--- src/rtl/core/nps_pkg.sv ---
package nps_pkg;

    localparam int DEF_MAX_POINTS  = 256;
    localparam int DEF_COORD_BITS  = 16;

    localparam int POS_W     = 16;
    localparam int IDX_OUT_W = 8;
    localparam int DIST_W    = 33;

    localparam logic [DIST_W-1:0] DIST_MAX = {DIST_W{1'b1}};

    typedef enum logic [1:0] {
        CMD_CLEAR  = 2'd0,
        CMD_INSERT = 2'd1,
        CMD_QUERY  = 2'd2
    } t_cmd;

    typedef enum logic [1:0] {
        ST_IDLE,
        ST_SCAN,
        ST_DRAIN,
        ST_DONE
    } t_state;

    // controller to datapath
    typedef struct packed {
        logic accept;
        logic scan_en;
        logic load_out;
    } t_dp_cmd;

    // datapath to controller
    typedef struct packed {
        logic count_zero;
        logic scan_last;
        logic pipe_busy;
        logic out_free;
    } t_dp_stat;

endpackage

--- src/rtl/core/nps_ctrl.sv ---
module nps_ctrl (
    input  logic              i_clk,
    input  logic              i_rst_n,
    input  logic              i_valid,
    input  logic [1:0]        i_cmd,
    input  nps_pkg::t_dp_stat i_stat,
    output nps_pkg::t_dp_cmd  o_cmd,
    output logic              o_stall
);

    nps_pkg::t_state r_state;
    nps_pkg::t_state n_state;

    always_ff @(posedge i_clk) begin
        if (!i_rst_n) begin
            r_state <= nps_pkg::ST_IDLE;
        end else begin
            r_state <= n_state;
        end
    end

    always_comb begin
        n_state        = r_state;
        o_cmd.accept   = 1'b0;
        o_cmd.scan_en  = 1'b0;
        o_cmd.load_out = 1'b0;
        o_stall        = 1'b1;
        unique case (r_state)
            nps_pkg::ST_IDLE: begin
                o_stall = 1'b0;
                if (i_valid) begin
                    o_cmd.accept = 1'b1;
                    priority if (i_cmd == nps_pkg::CMD_QUERY && !i_stat.count_zero) begin
                        n_state = nps_pkg::ST_SCAN;
                    end else begin
                        n_state = nps_pkg::ST_DONE;
                    end
                end
            end
            nps_pkg::ST_SCAN: begin
                o_cmd.scan_en = 1'b1;
                if (i_stat.scan_last) begin
                    n_state = nps_pkg::ST_DRAIN;
                end
            end
            nps_pkg::ST_DRAIN: begin
                if (!i_stat.pipe_busy) begin
                    n_state = nps_pkg::ST_DONE;
                end
            end
            nps_pkg::ST_DONE: begin
                if (i_stat.out_free) begin
                    o_cmd.load_out = 1'b1;
                    n_state        = nps_pkg::ST_IDLE;
                end
            end
        endcase
    end

endmodule

--- config.mk ---
export PLATFORM = sky130hd
export DESIGN_NAME = nps_ctrl
export DESIGN_NICKNAME = d
export VERILOG_FILES = /design/src/rtl/core/nps_pkg.sv /design/src/rtl/core/nps_ctrl.sv
export SDC_FILE = /design/constraint.sdc
export NUM_CORES = 1
export LEC_CHECK = 0
export ABC_CLOCK_PERIOD_IN_PS = 1500
export BUFFER_PORTS_ARGS = -buffer_cell sky130_fd_sc_hd__clkbuf_2
export CORE_AREA = 2 2 39 41
export CTS_BUF_LIST = sky130_fd_sc_hd__clkbuf_4 sky130_fd_sc_hd__clkbuf_8 sky130_fd_sc_hd__clkbuf_16
export CTS_CLUSTER_DIAMETER = 150
export CTS_CLUSTER_SIZE = 16
export DETAILED_ROUTE_END_ITERATION = 10
export DIE_AREA = 0 0 41 43
export PLACE_DENSITY_LB_ADDON = 0.1
export SYNTH_ARGS = -nofsm -noshare
export SYNTH_HDL_FRONTEND = slang
export SYNTH_SLANG_ARGS = --single-unit
--- constraint.sdc ---
create_clock -name i_clk -period 1.5 [get_ports i_clk]
set_input_delay 0.15 -clock i_clk [delete_from_list [all_inputs] [get_ports i_clk]]
set_output_delay 0.15 -clock i_clk [all_outputs]
set_load 0.02 [all_outputs]
==> impl_metrics.tcl <==
set metrics [dict create \
    largestRegisters "r_state (2)" \
    gp_congestion 0.652 \
    clock_latency_ns 0.22 \
    core_area_mm2 0.00138 \
    fin_ws_ns 0.164 \
    yosysSeqAreaShare_pct 18.6 \
    largest_register_ffs 2 \
    worst_pin_slew_ns 0.147 \
    syn_inst 25 \
    wl_per_cell_um 8.45 \
    numCtsBuffers 3 \
    clk_pin_slew_ns 0.03 \
    power_density_mw_per_mm2 1690 \
    reg2reg_to "r_state[1]$_SDFFE_PN0P_" \
    clkPwrFrac_pct 21.8 \
    fin_crit_sh_pct 89.1 \
    cp-start-kind "flop" \
    grt_first_pass_wirelength_um 669 \
    ctsResizeCount 0 \
    maxSlewViolCount 0 \
    htree_levels 1 \
    grt_max_degree 5 \
    drc_errors 0 \
    drt_iter0_markers 3 \
    ff2ff_setup_slack_ns 0.29 \
    hold_slack_ns 0.203 \
    startpoint "r_state[0]$_SDFFE_PN0P_" \
    first_global_vias 162 \
    worstPathArrival_ns 1.19 \
    cap_viol_max_count 0 \
    p_int_uw 297 \
    highest_layer "met3" \
    seqPwrFrac_pct 18.5 \
    fin_skew_ns 0.00364 \
    die_width_um 41 \
    dpl-instance-area_um2 295 \
    antenna_found_initial 0 \
    cp.required_ns 1.35 \
    end_kind "output port" \
    drtPass1Iterations 4 \
    dieArea_mm2 0.00176 \
    cts_tree "done" \
    setup_viol 0 \
    p_switching_uw 241 \
    fin_nets 56 \
    clkSinkCount 2 \
    grt_usage_pct 6.01 \
    post-cts-setup-buffers 0 \
    dp_hpwl_um 423 \
    cts-root-buf "clkbuf_4" \
    holdBufCountCts 0 \
    whs_path_depth 3 \
    synth.distinct_cells 13 \
    power_frac_comb_pct 59.6 \
    worstPathCellList "inv_1, ha_1, and2_1, clkbuf_2" \
    cpMaxStageDelayCell "dfxtp_1" \
    ys_warn_count 0 \
    run_status "finished, final reports clean" \
    reg2reg_depth 5 \
    min_period_ns 1.34 \
    utilization_pct 23.0 \
    critPathMaxFanout 4 \
    critical_path_class "flop to output port" \
    wl_met1_um 236 \
    min_to "r_state[1]$_SDFFE_PN0P_" \
    cts_max_path_buffers 2 \
    finalSetupTns_ns 0 \
    via_count 205 \
    totalWireLength_um 473 \
    initial_core_util_pct 15.6 \
    antenna_cells_inserted 0 \
    ant_nets 0 \
    drive_gt1_share_pct 40.0 \
    post-route-cell-area_um2 318 \
    fmax_mhz 749 \
    p_sw_share_pct 44.8 \
    overflow 0 \
    chipHeight_um 43 \
    rr_startpoint "r_state[1]$_SDFFE_PN0P_" \
    wl_met2_um 190 \
    ir_worst_vdd_mv 0.350 \
    total_leakage_power_nw 0.168 \
    row_count 14 \
    dp_slack_ns 0.240 \
    hold_viol_final 0 \
    hp-class "input port to flop" \
    min-delay-start "i_rst_n" \
    synth-seq-cells 2 \
    slowest_delay_ns 0.34 \
    port-buffer-count 12 \
    synth.net_count 39 \
    slew-limit-headroom_pct 90.1 \
    area_growth_pct 47.7 \
    viasPerCell 3.66 \
    ios 13 \
    wl_met3_um 47 \
    regMostFlops "r_state" \
    grt_setup_unrepaired "no" \
    syn_area_per_cell_um2 8.61 \
    syn_area_um2 215 \
]
==> final cells by class <==
cell class                 instances  area (um2)
fill                             163        1070
sequential                         2        40.0
timing repair buffer              12        60.1
inverter                           4        15.0
tap                               16        20.0
multi-input combinational         19         160
clock buffer                       3        22.5
==> cell usage after synthesis, drive strengths merged <==
cell type	n	area share (%)
a21boi	1	5.2
a41oi	1	4.1
and2	2	5.8
dfxtp	2	19
ha	5	29
inv	4	7.0
mux2i	1	4.7
nand2	2	3.5
nand2b	3	8.7
nand4	1	2.9
nand4bb	1	5.2
nor2	1	1.7
o211ai	1	3.5
==> critical path, delay by kind of cell, from the launching register on <==
family                   cells  cell delay, ns
adder cells (fa/ha/maj)      1            0.23
flip-flops                   1            0.34
buffers and inverters        2            0.25
AND/OR/NAND/NOR              1            0.14
==> per-layer routing <==
layer | up-vias | track usage [%]
met4 | 0 | 0
met5 | - | 0
met3 | 0 | 6.28
met1 | 80 | 7.99
met2 | 11 | 7.19
li1 | 114 | -
==> worst max path at each step <==
stage                              end  slack [ns]  cells after the start
5_1_grt                       o_cmd[2]        0.07                      4
3_5_place_dp   r_state[1]$_SDFFE_PN0P_        0.24                      5
2_1_floorplan  r_state[1]$_SDFFE_PN0P_        0.30                      5
6_report                      o_cmd[2]        0.16                      4
3_3_place_gp   r_state[1]$_SDFFE_PN0P_        0.25                      5
4_1_cts                       o_cmd[2]        0.13                      4
==> cells in the final DEF, fill, tap and decap left out <==
master / Yosys / layout
clkbuf_2: 0 / 12
ha_1: 5 / 5
inv_1: 4 / 4
nand2b_1: 3 / 3
clkbuf_4: 0 / 3
and2_1: 2 / 2
nand2_1: 2 / 2
dfxtp_1: 2 / 2
nand4_1: 1 / 1
nor2_1: 1 / 1
a41oi_1: 1 / 1
a21boi_2: 1 / 1
nand4bb_1: 1 / 1
o211ai_1: 1 / 1
mux2i_1: 1 / 1
==> stage by stage <==
stage	instances	total power, mW
6_report	56	0.538
4_1_cts	56	0.560
2_1_floorplan	25	0.339
3_5_place_dp	53	0.432
3_3_place_gp	53	0.436
5_1_grt	56	0.609
==> power by group through the flow <==
stage / Sequential (mW) / Combinational [mW] / Clock (mW)
finish: 0.0997 / 0.321 / 0.117
global route: 0.103 / 0.362 / 0.143
CTS: 0.101 / 0.329 / 0.129
detailed placement: 0.103 / 0.329 / 0
global placement: 0.102 / 0.334 / 0
floorplan: 0.0956 / 0.243 / 0
==> logic make-up after synthesis <==
group / count (synthesis) / synth area share [%]
compound gates: 3 / 12.8
fa+ha+maj: 5 / 29.1
buf+inv: 4 / 6.97
flops: 2 / 18.6
mux: 1 / 4.65
simple gates: 10 / 27.9
Note: power is estimated with default switching activity, not from simulation.
